===== src/sv/rebq_pkg.sv =====
// Shared types and constants for the rotary encoder / push switch qualifier.
// Used by rebq_cfg_regs and rotary_encoder_button_qualifier_unit; no dependencies.
package rebq_pkg;

    localparam int TURN_DB_W   = 20;
    localparam int SWITCH_DB_W = 20;
    localparam int LONG_HOLD_W = 26;
    localparam int QUIET_W     = 24;
    localparam int CFG_DATA_W  = 26;
    localparam int CFG_IDX_W   = 2;

    localparam logic [CFG_IDX_W-1:0] REG_TURN_DB   = 2'd0;
    localparam logic [CFG_IDX_W-1:0] REG_SWITCH_DB = 2'd1;
    localparam logic [CFG_IDX_W-1:0] REG_LONG_HOLD = 2'd2;
    localparam logic [CFG_IDX_W-1:0] REG_QUIET     = 2'd3;

    localparam logic [TURN_DB_W-1:0]   TURN_DB_RST   = 20'd8000;
    localparam logic [SWITCH_DB_W-1:0] SWITCH_DB_RST = 20'd20000;
    localparam logic [LONG_HOLD_W-1:0] LONG_HOLD_RST = 26'd1000000;
    localparam logic [QUIET_W-1:0]     QUIET_RST     = 24'd500000;

    localparam logic CMD_TURN   = 1'b0;
    localparam logic CMD_SWITCH = 1'b1;

    localparam logic [1:0] EV_RIGHT = 2'd0;
    localparam logic [1:0] EV_LEFT  = 2'd1;
    localparam logic [1:0] EV_PRESS = 2'd2;
    localparam logic [1:0] EV_LONG  = 2'd3;

    typedef struct packed {
        logic [TURN_DB_W-1:0]   turn_db;
        logic [SWITCH_DB_W-1:0] switch_db;
        logic [LONG_HOLD_W-1:0] long_hold;
        logic [QUIET_W-1:0]     quiet;
    } t_cfg;

endpackage


===== src/sv/rotary_encoder_button_qualifier_unit.sv =====
// Rotary encoder and push switch event qualifier, top level.
// Depends on rebq_pkg and rebq_cfg_regs.
//
// Input channel: one pin event per transfer (i_cmd, i_line_b_level,
// i_switch_level, i_stamp_us), accepted when i_in_valid is high and
// o_in_stall is low. Output channel: one event code per transfer on
// o_event_code, taken when o_out_valid is high and i_out_stall is low.
// Events that are debounced away, switch events that fall in the startup
// window, and events that only record a press produce no output transfer.
//
// Timing: an event is held in the input register, where the compares
// against the stored times are made; its result then moves into the
// output register, which drives o_out_valid and o_event_code.
// One event is taken every cycle while the input side does not stall.
// When the receiver stalls, the output register holds its code; events
// that produce no result still retire, and the input side stalls only
// when an event with a result is waiting on a full output register.
// Reset (synchronous, active low) empties both registers, clears the
// stored times and the held flag, and loads the default register values.
// Configuration writes take effect on the next edge.
module rotary_encoder_button_qualifier_unit
    import rebq_pkg::*;
#(
    parameter int TIME_BITS = 48
) (
    input  logic                  i_clk,
    input  logic                  i_rst_n,
    input  logic                  i_cfg_we,
    input  logic [CFG_IDX_W-1:0]  i_cfg_index,
    input  logic [CFG_DATA_W-1:0] i_cfg_data,
    input  logic                  i_in_valid,
    output logic                  o_in_stall,
    input  logic                  i_cmd,
    input  logic                  i_line_b_level,
    input  logic                  i_switch_level,
    input  logic [TIME_BITS-1:0]  i_stamp_us,
    output logic                  o_out_valid,
    input  logic                  i_out_stall,
    output logic [1:0]            o_event_code
);

    t_cfg w_cfg;

    rebq_cfg_regs u_cfg (
        .i_clk       (i_clk),
        .i_rst_n     (i_rst_n),
        .i_cfg_we    (i_cfg_we),
        .i_cfg_index (i_cfg_index),
        .i_cfg_data  (i_cfg_data),
        .o_cfg       (w_cfg)
    );

    // input register
    logic                 r_in_valid;
    logic                 r_cmd;
    logic                 r_b_level;
    logic                 r_sw_level;
    logic [TIME_BITS-1:0] r_stamp;

    // qualifier state
    logic [TIME_BITS-1:0] r_last_turn;
    logic [TIME_BITS-1:0] r_last_switch;
    logic [TIME_BITS-1:0] r_press_start;
    logic                 r_held;

    // output register
    logic       r_out_valid;
    logic [1:0] r_event_code;

    logic [TIME_BITS:0]   w_turn_diff;
    logic [TIME_BITS:0]   w_switch_diff;
    logic [TIME_BITS:0]   w_hold_diff;
    logic [TIME_BITS-1:0] w_turn_gap;
    logic [TIME_BITS-1:0] w_switch_gap;
    logic [TIME_BITS-1:0] w_hold_gap;
    logic [TIME_BITS-1:0] w_quiet;
    logic                 w_turn_ok;
    logic                 w_switch_ok;
    logic                 w_long;
    logic                 w_has_result;
    logic [1:0]           w_code;
    logic                 w_out_free;
    logic                 w_fire;
    logic                 w_in_take;

    assign w_turn_gap   = {{(TIME_BITS-TURN_DB_W){1'b0}}, w_cfg.turn_db};
    assign w_switch_gap = {{(TIME_BITS-SWITCH_DB_W){1'b0}}, w_cfg.switch_db};
    assign w_hold_gap   = {{(TIME_BITS-LONG_HOLD_W){1'b0}}, w_cfg.long_hold};
    assign w_quiet      = {{(TIME_BITS-QUIET_W){1'b0}}, w_cfg.quiet};

    // top bit of each difference is the borrow: time went backwards
    assign w_turn_diff   = {1'b0, r_stamp} - {1'b0, r_last_turn};
    assign w_switch_diff = {1'b0, r_stamp} - {1'b0, r_last_switch};
    assign w_hold_diff   = {1'b0, r_stamp} - {1'b0, r_press_start};

    assign w_turn_ok = !w_turn_diff[TIME_BITS]
                     && (w_turn_diff[TIME_BITS-1:0] >= w_turn_gap);
    assign w_switch_ok = (r_stamp >= w_quiet) && !w_switch_diff[TIME_BITS]
                       && (w_switch_diff[TIME_BITS-1:0] >= w_switch_gap);
    assign w_long = !w_hold_diff[TIME_BITS]
                  && (w_hold_diff[TIME_BITS-1:0] >= w_hold_gap);

    always_comb begin
        if (r_cmd == CMD_TURN) begin
            w_has_result = w_turn_ok;
            w_code       = r_b_level ? EV_LEFT : EV_RIGHT;
        end else begin
            w_has_result = w_switch_ok && r_sw_level && r_held;
            w_code       = w_long ? EV_LONG : EV_PRESS;
        end
    end

    assign w_out_free = !r_out_valid || !i_out_stall;
    assign w_fire     = r_in_valid && (!w_has_result || w_out_free);
    assign o_in_stall = r_in_valid && !w_fire;
    assign w_in_take  = i_in_valid && !o_in_stall;

    always_ff @(posedge i_clk) begin
        if (!i_rst_n) begin
            r_in_valid <= 1'b0;
        end else if (w_in_take) begin
            r_in_valid <= 1'b1;
        end else if (w_fire) begin
            r_in_valid <= 1'b0;
        end
    end

    always_ff @(posedge i_clk) begin
        if (w_in_take) begin
            r_cmd      <= i_cmd;
            r_b_level  <= i_line_b_level;
            r_sw_level <= i_switch_level;
            r_stamp    <= i_stamp_us;
        end
    end

    always_ff @(posedge i_clk) begin
        if (!i_rst_n) begin
            r_last_turn   <= '0;
            r_last_switch <= '0;
            r_press_start <= '0;
            r_held        <= 1'b0;
        end else if (w_fire) begin
            if (r_cmd == CMD_TURN) begin
                if (w_turn_ok) begin
                    r_last_turn <= r_stamp;
                end
            end else if (w_switch_ok) begin
                r_last_switch <= r_stamp;
                if (!r_sw_level) begin
                    r_press_start <= r_stamp;
                    r_held        <= 1'b1;
                end else begin
                    r_held <= 1'b0;
                end
            end
        end
    end

    always_ff @(posedge i_clk) begin
        if (!i_rst_n) begin
            r_out_valid <= 1'b0;
        end else if (w_fire && w_has_result) begin
            r_out_valid <= 1'b1;
        end else if (!i_out_stall) begin
            r_out_valid <= 1'b0;
        end
    end

    always_ff @(posedge i_clk) begin
        if (w_fire && w_has_result) begin
            r_event_code <= w_code;
        end
    end

    assign o_out_valid  = r_out_valid;
    assign o_event_code = r_event_code;

    // a press result needs a press recorded before it
    a_press_needs_held: assert property (@(posedge i_clk) disable iff (!i_rst_n)
        (w_fire && w_has_result && r_cmd == CMD_SWITCH) |-> r_held)
        else $error("press reported without a recorded press");

    // an accepted press sets the held flag and records its time
    a_press_records: assert property (@(posedge i_clk) disable iff (!i_rst_n)
        (w_fire && r_cmd == CMD_SWITCH && w_switch_ok && !r_sw_level)
        |=> (r_held && r_press_start == $past(r_stamp)))
        else $error("accepted press not recorded");

    // an accepted turn moves the last turn time to its stamp
    a_turn_records: assert property (@(posedge i_clk) disable iff (!i_rst_n)
        (w_fire && r_cmd == CMD_TURN && w_turn_ok) |=> (r_last_turn == $past(r_stamp)))
        else $error("accepted turn did not update its time");

    // a pending result is never overwritten while the receiver stalls
    a_no_overwrite: assert property (@(posedge i_clk) disable iff (!i_rst_n)
        (r_out_valid && i_out_stall) |-> !(w_fire && w_has_result))
        else $error("result register overwritten under stall");

    // the input side stalls only with an event waiting
    a_stall_needs_item: assert property (@(posedge i_clk) disable iff (!i_rst_n)
        o_in_stall |-> (r_in_valid && w_has_result && r_out_valid))
        else $error("input stalled without a blocked event");

endmodule


===== src/sv/rebq_cfg_regs.sv =====
// Configuration register file: debounce, long-hold and startup-quiet times.
// Depends on rebq_pkg.
module rebq_cfg_regs
    import rebq_pkg::*;
(
    input  logic                  i_clk,
    input  logic                  i_rst_n,
    input  logic                  i_cfg_we,
    input  logic [CFG_IDX_W-1:0]  i_cfg_index,
    input  logic [CFG_DATA_W-1:0] i_cfg_data,
    output t_cfg                  o_cfg
);

    t_cfg r_cfg;

    always_ff @(posedge i_clk) begin
        if (!i_rst_n) begin
            r_cfg.turn_db   <= TURN_DB_RST;
            r_cfg.switch_db <= SWITCH_DB_RST;
            r_cfg.long_hold <= LONG_HOLD_RST;
            r_cfg.quiet     <= QUIET_RST;
        end else if (i_cfg_we) begin
            case (i_cfg_index)
                REG_TURN_DB:   r_cfg.turn_db   <= i_cfg_data[TURN_DB_W-1:0];
                REG_SWITCH_DB: r_cfg.switch_db <= i_cfg_data[SWITCH_DB_W-1:0];
                REG_LONG_HOLD: r_cfg.long_hold <= i_cfg_data[LONG_HOLD_W-1:0];
                REG_QUIET:     r_cfg.quiet     <= i_cfg_data[QUIET_W-1:0];
                default: ;
            endcase
        end
    end

    assign o_cfg = r_cfg;

endmodule

===== config.mk =====
export PLATFORM = sky130hd
export DESIGN_NAME = rotary_encoder_button_qualifier_unit
export DESIGN_NICKNAME = d
export VERILOG_FILES = /design/src/sv/rebq_pkg.sv /design/src/sv/rotary_encoder_button_qualifier_unit.sv /design/src/sv/rebq_cfg_regs.sv
export SDC_FILE = /design/constraint.sdc
export NUM_CORES = 1
export LEC_CHECK = 0
export BUFFER_PORTS_ARGS = -buffer_cell sky130_fd_sc_hd__buf_2
export CAP_MARGIN = 20
export CELL_PAD_IN_SITES_DETAIL_PLACEMENT = 0
export CELL_PAD_IN_SITES_GLOBAL_PLACEMENT = 1
export CORE_ASPECT_RATIO = 1.2
export CORE_MARGIN = 8
export CORE_UTILIZATION = 49
export CTS_BUF_LIST = sky130_fd_sc_hd__clkbuf_2 sky130_fd_sc_hd__clkbuf_4 sky130_fd_sc_hd__clkbuf_8
export DETAILED_ROUTE_END_ITERATION = 8
export GPL_TIMING_DRIVEN = 0
export PLACE_DENSITY_LB_ADDON = 0.1
export SLEW_MARGIN = 30
export SYNTH_ARGS = -nofsm -noshare
export SYNTH_HDL_FRONTEND = slang
export SYNTH_SLANG_ARGS = --single-unit

===== constraint.sdc =====
create_clock -name i_clk -period 8.3 [get_ports i_clk]
set_clock_uncertainty 0.05 [all_clocks]
set_input_delay 0.83 -clock i_clk [delete_from_list [all_inputs] [get_ports i_clk]]
set_output_delay 0.83 -clock i_clk [all_outputs]
set_load 0.1 [all_outputs]

==> impl_metrics.json, run 1 <==
{
  "outcome": "completed",
  "async_flop_share": 0,
  "reg2reg_to": "r_stamp[5]$_DFFE_PP_",
  "io_pins": 88,
  "reg2reg_from": "r_stamp[7]$_DFFE_PP_",
  "fp.dieH_um": 248.6,
  "finalHoldViolCount": 0,
  "cts_buffer_depth": 3,
  "first_pass_iters": 7,
  "finalCritPeriodShare": 0.9587,
  "grt_pass1_vias": 20650,
  "cts_tree": "done",
  "antenna_found_initial": 1,
  "gr-total-overflow": 0,
  "core.rowCount": 85,
  "drt_iter0_drc": 1326,
  "portBuffers": 84,
  "crit_arrival_ns": 7.08,
  "synth.most_common_cell": "nand2_1",
  "die-area_mm2": 0.05218,
  "powerDensity_mw_per_mm2": 162.0,
  "hp-class": "in -> reg",
  "synth_top_family_by_area": "compound AO/OA/AOI/OAI gates",
  "ctsHoldBuffers": 0,
  "synth_xor_area_frac": 0.03805,
  "synthAdderAreaFrac": 0.1352,
  "min-delay-start": "i_stamp_us[43]",
  "area_growth_pct": 10.47,
  "drv_cap": 0,
  "syn_nets": 3112,
  "synth_edf_count": 53,
  "drive_gt1_frac": 0.08272,
  "ys_ff_latch": 290,
  "holdPathEnd": "r_stamp[43]$_DFFE_PP_",
  "rrSetupSlack_ns": 1.09,
  "synth-simple-area-share": 0.1811,
  "clkTransAtPathRegs_ns": 0.06,
  "ys_seq_area_frac": 0.2867,
  "wire_per_inst_um": 21.93,
  "clock_latency_ns": 0.65,
  "clockRootBuffer": "clkbuf_8",
  "drc_errors": 0,
  "dp_hpwl_mm": 63.92,
  "synth_compound_area_frac": 0.2133,
  "synth_mux_area_frac": 0.07230,
  "start_kind": "flop",
  "synth_commonest_cells": "nand2_1 (486), inv_1 (277), a21oi_1 (257), dfxtp_1 (237), ha_1 (234)",
  "synth_cells": 2791,
  "crit_type": "reg -> out",
  "reg2regPathDepth": 25,
  "routed-via-count": 20860,
  "fmax_mhz": 125.7,
  "cts_max_level": 2,
  "syn_area_per_cell_um2": 7.918,
  "slew_headroom": 0.3309,
  "crit_fanout": 7,
  "syn_area_mm2": 0.02210,
  "yosysWarningCount": 0,
  "total_leakage_power_nw": 10.00,
  "postRouteAntennaNets": 0,
  "viasPerCell": 5.894,
  "setup_viol": 0,
  "yosysTopAreaCellShare": 0.2147,
  "finalPower_mw": 3.954,
  "grt_use_total": 0.2880,
  "grt_max_degree": 25,
  "synth_cell_types": 91,
  "totalWireLength_mm": 77.62,
  "maxSlewViolCount": 0,
  "clkSinkCount": 290,
  "grt_pass1_wl_mm": 117.0,
  "ir_drop_mv": 0.1452,
  "initial_core_util": 0.4948,
  "place_congestion": 0.9365,
  "finalHoldWorstSlack_ns": 0.2980,
  "endpoint_kind": "output pin",
  "ys.flop_type": "dfxtp_1",
  "worst_hold_path.num_cells": 1,
  "core_area_mm2": 0.04467,
  "cts_buffers": 50,
  "tightestPinTransition_ns": 0.9897,
  "synth_top_area_cell": "dfxtp_1",
  "die_w_um": 209.9,
  "period_minus_slack_ns": 7.957,
  "fin_nets": 3254,
  "required_ns": 7.42,
  "yosys-top-cells-area": "dfxtp_1 (21%), ha_1 (13%), nand2_1 (8.3%)"
}
==> cell type report <==
| type | count | area [µm²] |
|---|---|---|
| flip-flops and latches | 290 | 6336 |
| clock inverters | 10 | 88.84 |
| clock buffers | 83 | 979.7 |
| diodes | 1 | 2.502 |
| repair buffers | 90 | 505.5 |
| well taps | 565 | 706.9 |
| plain buffers | 121 | 581.8 |
| multi-input cells | 2103 | 14170 |
| inverters | 277 | 1040 |
| fillers | 4352 | 20250 |
==> timing repair <==
item,CTS,global route
hold endpoints to repair,0,0
setup endpoints to repair,0,1
setup buffers,0,4
gates resized for setup,0,5
==> worst max-delay path: stages, from the launching register on <==
cell and delay, ns:
edfxtp_1 0.43, buf_4 0.20, ha_1 0.37, a21oi_1 0.28
o311ai_1 0.17, o22a_1 0.29, a31oi_1 0.70, o21ai_0 0.27
a21o_1 0.23, a21o_1 0.21, a31oi_1 0.20, xnor2_1 0.08
ha_1 0.23, a211oi_1 0.25, o221a_2 0.22, o221ai_1 0.11
a211oi_1 0.26, o2111ai_1 0.13, nor4_1 0.40, o2111a_1 0.28
nand4_1 0.24, o21ai_0 0.27, a21bo_2 0.29, buf_2 0.30
==> placed cells by master (no fill, tap or decap), types with 20 or more instances in the layout <==
| cell | synthesis | final |
|---|---|---|
| xor2_1 | 45 | 45 |
| a21oi_1 | 257 | 256 |
| buf_2 | 17 | 101 |
| clkbuf_1 | 89 | 88 |
| mux2i_1 | 154 | 154 |
| nor4_1 | 26 | 25 |
| o21bai_1 | 20 | 20 |
| dfxtp_1 | 237 | 237 |
| nor3_1 | 28 | 28 |
| nand3_1 | 39 | 39 |
| o21ai_0 | 116 | 116 |
| o21a_1 | 35 | 35 |
| clkbuf_4 | 0 | 26 |
| a211oi_1 | 26 | 26 |
| a31oi_1 | 25 | 25 |
| and3_1 | 20 | 20 |
| nor2_1 | 113 | 113 |
| inv_1 | 277 | 277 |
| nand4_1 | 55 | 55 |
| edfxtp_1 | 53 | 53 |
| nand2_1 | 486 | 486 |
| o211ai_1 | 42 | 42 |
| ha_1 | 234 | 233 |
| clkbuf_8 | 0 | 57 |
| nand2b_1 | 20 | 20 |
| xnor2_1 | 51 | 51 |
| a21o_1 | 72 | 72 |
==> how the worst max path moves through the flow <==
stage / from / to / slack, ns / depth (start not counted)
after floorplan: r_stamp[0]$_DFFE_PP_ / r_b_level$_DFFE_PP_ / 0.47 / 24
after global placement: r_stamp[1]$_DFFE_PP_ / r_stamp[0]$_DFFE_PP_ / -1.66 / 24
after detailed placement: r_stamp[1]$_DFFE_PP_ / o_in_stall / 0.97 / 24
after CTS: r_stamp[1]$_DFFE_PP_ / o_in_stall / 0.24 / 24
after global routing: r_stamp[2]$_DFFE_PP_ / o_in_stall / -0.04 / 24
final: r_stamp[7]$_DFFE_PP_ / o_in_stall / 0.34 / 23
==> routing by layer <==
metal	routed length, µm	track usage	part of all wire	up-vias
met2	38420	0.5102	0.50	626
met1	29980	0.3151	0.39	9839
met3	3185	0.03788	0.041	226
li1	-	-	-	10170
met4	6034	0.1992	0.078	0
met5	0	0	0	-
==> state kept, by name, summed over array words and instances, names as in the netlist, 2 cells and up <==
| signal | flops |
|---|---|
| r_last_turn | 48 |
| r_press_start | 48 |
| r_last_switch | 48 |
| u_cfg.o_cfg | 90 |
| r_stamp | 48 |
| o_event_code | 2 |
==> report_power, final <==
group          internal (mW)  switching [mW]
Clock                  0.778           0.630
Combinational          0.375           0.624
Sequential              1.49          0.0603
==> through the flow <==
stage / utilization / instance area, µm² / setup slack (ns) / std cells / TNS [ns]
floorplan: - / 22100 / 0.4703 / 2791 / 0
global placement: 0.5200 / 23230 / -1.661 / 3440 / -84.12
detailed placement: 0.5215 / 23290 / 0.9712 / 3442 / 0
CTS: 0.5454 / 24360 / 0.2372 / 3535 / 0
global route: 0.5466 / 24410 / -0.04363 / 3540 / -0.04363
finish: 0.5466 / 24410 / 0.3429 / 3540 / 0
==> cell families (layout without fill, tap and decap cells) <==
kind of cell    Yosys count  after routing
simple gates            876            876
compound gates          735            735
buf+inv                 398            581
flops                   290            290
fa+ha+maj               237            237
mux                     159            159
xor+xnor                 96             96
other cells               0              1
Power figures use the tool's default switching activity.
==> run 2: changes to the inputs <==
--- a/constraint.sdc
+++ b/constraint.sdc
@@ -4,2 +4,2 @@
 set_output_delay 0.83 -clock i_clk [all_outputs]
-set_load 0.1 [all_outputs]
+set_load 0.005 [all_outputs]
==> impl_metrics.json, run 2 (same netlist as run 1, synthesis figures left out) <==
{
  "outcome": "completed",
  "drv_cap": 0,
  "grt_use_total": 0.2880,
  "clockRootBuffer": "clkbuf_8",
  "maxSlewViolCount": 0,
  "ir_drop_mv": 0.1443,
  "grt_pass1_wl_mm": 117.0,
  "placed_cells": 3442,
  "totalWireLength_mm": 77.62,
  "fmax_mhz": 127.6,
  "period_minus_slack_ns": 7.838,
  "dp_hpwl_mm": 63.92,
  "crit_fanout": 7,
  "drc_errors": 0,
  "postLayoutCellArea_mm2": 0.02438,
  "routed-via-count": 20910,
  "reg2regPathDepth": 24,
  "die-area_mm2": 0.05218,
  "hp-class": "in -> reg",
  "ctsHoldBuffers": 0,
  "grt_max_degree": 25,
  "initial_core_util": 0.4948,
  "gr-total-overflow": 0,
  "rsz0062_at_grt": "no",
  "crit_type": "reg -> out",
  "place_congestion": 0.9365,
  "finalHoldViolCount": 0,
  "pwr-share-seq": 0.392,
  "final_cell_mix": "nand2_1 (486), inv_1 (277), a21oi_1 (257), dfxtp_1 (237), ha_1 (234)",
  "portBuffers": 84,
  "required_ns": 7.42,
  "cts_buffer_depth": 3,
  "postPlaceCellArea_mm2": 0.02329,
  "largest_register_ff_count": 90,
  "postRouteAntennaNets": 0,
  "total_leakage_power_nw": 9.986,
  "clockPowerShare": 0.357,
  "fin_nets": 3251,
  "antenna_found_initial": 1,
  "grt_pass1_vias": 20650,
  "die_w_um": 209.9,
  "finalWorstSetupSlack_ns": 0.4619,
  "swShare": 0.3319,
  "worst_hold_path.num_cells": 1,
  "drt_iter0_drc": 1341,
  "fin_cells": 3537,
  "setup_viol": 0,
  "tightestPinTransition_ns": 0.9609,
  "endpoint_kind": "output pin",
  "powerDensity_mw_per_mm2": 162.0,
  "first_pass_iters": 5,
  "core.rowCount": 85,
  "wire_per_inst_um": 21.94,
  "final_common_cell": "nand2_1",
  "cts_buffers": 50,
  "slew_headroom": 0.3504,
  "fp.dieH_um": 248.6,
  "crit_arrival_ns": 6.96,
  "clkSinkCount": 290,
  "clkTransAtPathRegs_ns": 0.06,
  "area_growth_pct": 10.32,
  "viasPerCell": 5.912,
  "drive_gt1_frac": 0.08078,
  "clock_latency_ns": 0.66,
  "core_area_mm2": 0.04467,
  "start_kind": "flop",
  "cts_tree": "done",
  "switchingPower_mw": 1.311,
  "combPwrFrac": 0.251,
  "fillers": 4353,
  "finalCritPeriodShare": 0.9444,
  "pre_cts_ws_ns": 1.081,
  "p_int_mw": 2.639,
  "finalPower_mw": 3.950,
  "io_pins": 88,
  "cts_max_level": 2
}
run 2: repair_timing:
item	in CTS	in global routing
buffers inserted	0	1
endpoints found under the setup margin	0	1
resized for setup	0	2
run 2: cell type report:
class                      count  area, µm²  share of cell area
timing repair buffer          87      483.0             0.01981
buffer                       121      581.8             0.02386
multi-input combinational   2103      14160              0.5809
clock buffer                  83      979.7             0.04018
antenna                        1      2.502           0.0001026
tap                          565      706.9             0.02900
sequential                   290       6336              0.2599
clock inverter                10      88.84            0.003644
inverter                     277       1040             0.04265
run 2: final timing paths:
check | slack (ns) | to | start
worst min-delay path | 0.29 | r_stamp[43]$_DFFE_PP_ | i_stamp_us[43]
worst min register to register | 0.40 | u_cfg.o_cfg[77]$_SDFFE_PN0P_ | u_cfg.o_cfg[77]$_SDFFE_PN0P_
worst max register to register | 1.07 | r_stamp[5]$_DFFE_PP_ | r_stamp[7]$_DFFE_PP_
worst max-delay path | 0.46 | o_in_stall | r_stamp[7]$_DFFE_PP_
run 2: critical path: stages, from the launching register on:
cell	delay, ns
edfxtp_1	0.58
ha_1	0.44
a21oi_1	0.28
o311ai_1	0.17
o22a_1	0.29
a31oi_1	0.70
o21ai_0	0.27
a21o_1	0.23
a21o_1	0.21
a31oi_1	0.20
xnor2_1	0.08
ha_1	0.22
a211oi_1	0.25
o221a_2	0.22
o221ai_1	0.11
a211oi_1	0.26
o2111ai_1	0.14
nor4_1	0.41
o2111a_1	0.28
nand4_1	0.24
o21ai_0	0.27
a21bo_2	0.29
buf_2	0.14
run 2: power groups by stage:
| stage | clock [mW] | combinational [mW] | sequential (mW) |
|---|---|---|---|
| floorplan | 0 | 0.696 | 1.54 |
| global placement | 0 | 0.954 | 1.58 |
| detailed placement | 0 | 0.970 | 1.58 |
| CTS | 1.43 | 0.979 | 1.55 |
| global route | 1.50 | 1.10 | 1.55 |
| finish | 1.41 | 0.992 | 1.55 |
run 2: metrics by stage:
step,utilization,hold slack (ns),setup TNS [ns]
after floorplan,-,0.3847,0
after global placement,0.5200,0.3933,-84.12
after detailed placement,0.5215,0.3970,0
after CTS,0.5454,0.2592,0
after global routing,0.5458,0.2641,0
final,0.5458,0.2935,0
run 2: per-layer routing:
metal / track usage / vias up / share of wire
met1: 0.3151 / 9882 / 0.39
met3: 0.03788 / 231 / 0.043
met5: 0 / - / 0
li1: - / 10170 / -
met2: 0.5102 / 631 / 0.50
met4: 0.1992 / 0 / 0.077
==> run 3: changes to the inputs <==
- GPL_TIMING_DRIVEN: 0 -> unset
==> impl_metrics.json, run 3 (same netlist as run 1, synthesis figures left out) <==
{
  "start_kind": "flop",
  "fp.dieH_um": 248.6,
  "fin_nets": 3143,
  "postRouteAntennaNets": 0,
  "area_growth_pct": 8.487,
  "initial_core_util": 0.4948,
  "core_area_mm2": 0.04467,
  "cts_buffer_depth": 3,
  "place_congestion": 1.041,
  "period_minus_slack_ns": 7.352,
  "setup_viol": 0,
  "drt_iter0_drc": 1282,
  "fin_tns_setup_ns": 0,
  "finalCritPeriodShare": 0.8858,
  "endpoint_kind": "output pin",
  "clock_latency_ns": 0.66,
  "drc_errors": 0,
  "clkSinkCount": 290,
  "final_common_cell": "nand2_1",
  "crit_arrival_ns": 6.47,
  "post_cts_buffers": 0,
  "totalWireLength_mm": 75.27,
  "crit_fanout": 8,
  "antenna_found_initial": 1,
  "cts_max_level": 2,
  "clockRootBuffer": "clkbuf_8",
  "grt_pass1_vias": 20000,
  "required_ns": 7.42,
  "cts_tree": "done",
  "ir_drop_mv": 0.1240,
  "ctsHoldBuffers": 0,
  "first_pass_iters": 5,
  "tightestPinTransition_ns": 0.9355,
  "maxSlewViolCount": 0,
  "powerDensity_mw_per_mm2": 167.3,
  "fmax_mhz": 136.0,
  "die_w_um": 209.9,
  "portBuffers": 87,
  "cts-resized-gates": 0,
  "drv_cap": 0,
  "outcome": "completed",
  "wire_per_inst_um": 21.94,
  "gr-total-overflow": 0,
  "crit_type": "reg -> out",
  "die-area_mm2": 0.05218,
  "finalHoldViolCount": 0,
  "grt_use_total": 0.2802,
  "finalPower_mw": 4.012,
  "hp-class": "in -> reg",
  "postLayoutCellArea_mm2": 0.02398,
  "clkTransAtPathRegs_ns": 0.06,
  "total_leakage_power_nw": 9.819,
  "viasPerCell": 5.897,
  "dp_hpwl_mm": 61.03,
  "slew_headroom": 0.3763,
  "postPlaceCellArea_mm2": 0.02277,
  "final_cell_mix": "nand2_1 (486), inv_1 (276), a21oi_1 (257), dfxtp_1 (237), ha_1 (234)",
  "io_pins": 88,
  "largest_register_ff_count": 90,
  "finalHoldWorstSlack_ns": 0.3126,
  "grt_pass1_wl_mm": 114.1,
  "core.rowCount": 85,
  "fillers": 4400,
  "routed-via-count": 20230,
  "drive_gt1_frac": 0.08031,
  "cts_buffers": 51,
  "grt_max_degree": 103,
  "rsz0062_at_grt": "no"
}
-- run 3: metrics by stage --
stage | util | instances | setup slack [ns]
after floorplan | - | 2791 | 0.6959
after global placement | 0.5097 | 3333 | 1.519
after detailed placement | 0.5099 | 3333 | 1.319
after CTS | 0.5361 | 3428 | 0.9668
after global routing | 0.5368 | 3430 | 0.5832
final | 0.5368 | 3430 | 0.9480
-- run 3: path summary, 6_finish.rpt --
check,startpoint,to,slack [ns],depth (start not counted)
setup reg to reg,r_stamp[1]$_DFFE_PP_,r_stamp[0]$_DFFE_PP_,1.21,24
hold reg to reg,u_cfg.o_cfg[7]$_SDFFE_PN0P_,u_cfg.o_cfg[7]$_SDFFE_PN0P_,0.40,2
setup / recovery,r_stamp[1]$_DFFE_PP_,o_in_stall,0.95,23
hold / removal,i_stamp_us[18],r_stamp[18]$_DFFE_PP_,0.31,1
-- run 3: worst max-delay path, stage by stage, from the launching register on --
cell and delay [ns]:
edfxtp_1 0.60, ha_1 0.39, nand2b_1 0.07, a21oi_1 0.26
o21ai_0 0.17, a21boi_0 0.31, o21ai_0 0.13, nand2b_1 0.12
a21oi_1 0.11, o21bai_1 0.18, xor2_1 0.18, ha_1 0.27
nand4_1 0.12, nor2_1 0.09, a211oi_1 0.26, o211ai_1 0.13
nor4_1 0.33, o21ai_0 0.16, nor4_1 0.25, nand4_1 0.13
or4_1 0.46, or4_1 0.67, a21bo_2 0.30, buf_2 0.14
-- run 3: metal layers --
| layer | routed length (µm) | track usage | vias up |
|---|---|---|---|
| li1 | - | - | 9961 |
| met3 | 3040 | 0.02932 | 191 |
| met5 | 0 | 0 | - |
| met4 | 5991 | 0.2004 | 0 |
| met1 | 27620 | 0.2936 | 9511 |
| met2 | 38610 | 0.5148 | 563 |
-- run 3: area by class of cell --
cell class | instances | area, µm² | share of cell area
Multi-Input combinational cell | 2103 | 14170 | 0.5911
Sequential cell | 290 | 6336 | 0.2643
Clock buffer | 83 | 1074 | 0.04478
Inverter | 277 | 1040 | 0.04337
Tap cell | 565 | 706.9 | 0.02949
Timing Repair Buffer | 99 | 544.3 | 0.02270
Clock inverter | 12 | 100.1 | 0.004175
Antenna cell | 1 | 2.502 | 0.0001044
-- run 3: where the power goes --
group / leakage (nW) / switching [mW] / internal, mW / total, mW
Sequential: 2.44 / 0.0555 / 1.49 / 1.54
Combinational: 6.75 / 0.606 / 0.368 / 0.974
Clock: 0.626 / 0.643 / 0.853 / 1.50
Total: 9.82 / 1.30 / 2.71 / 4.01
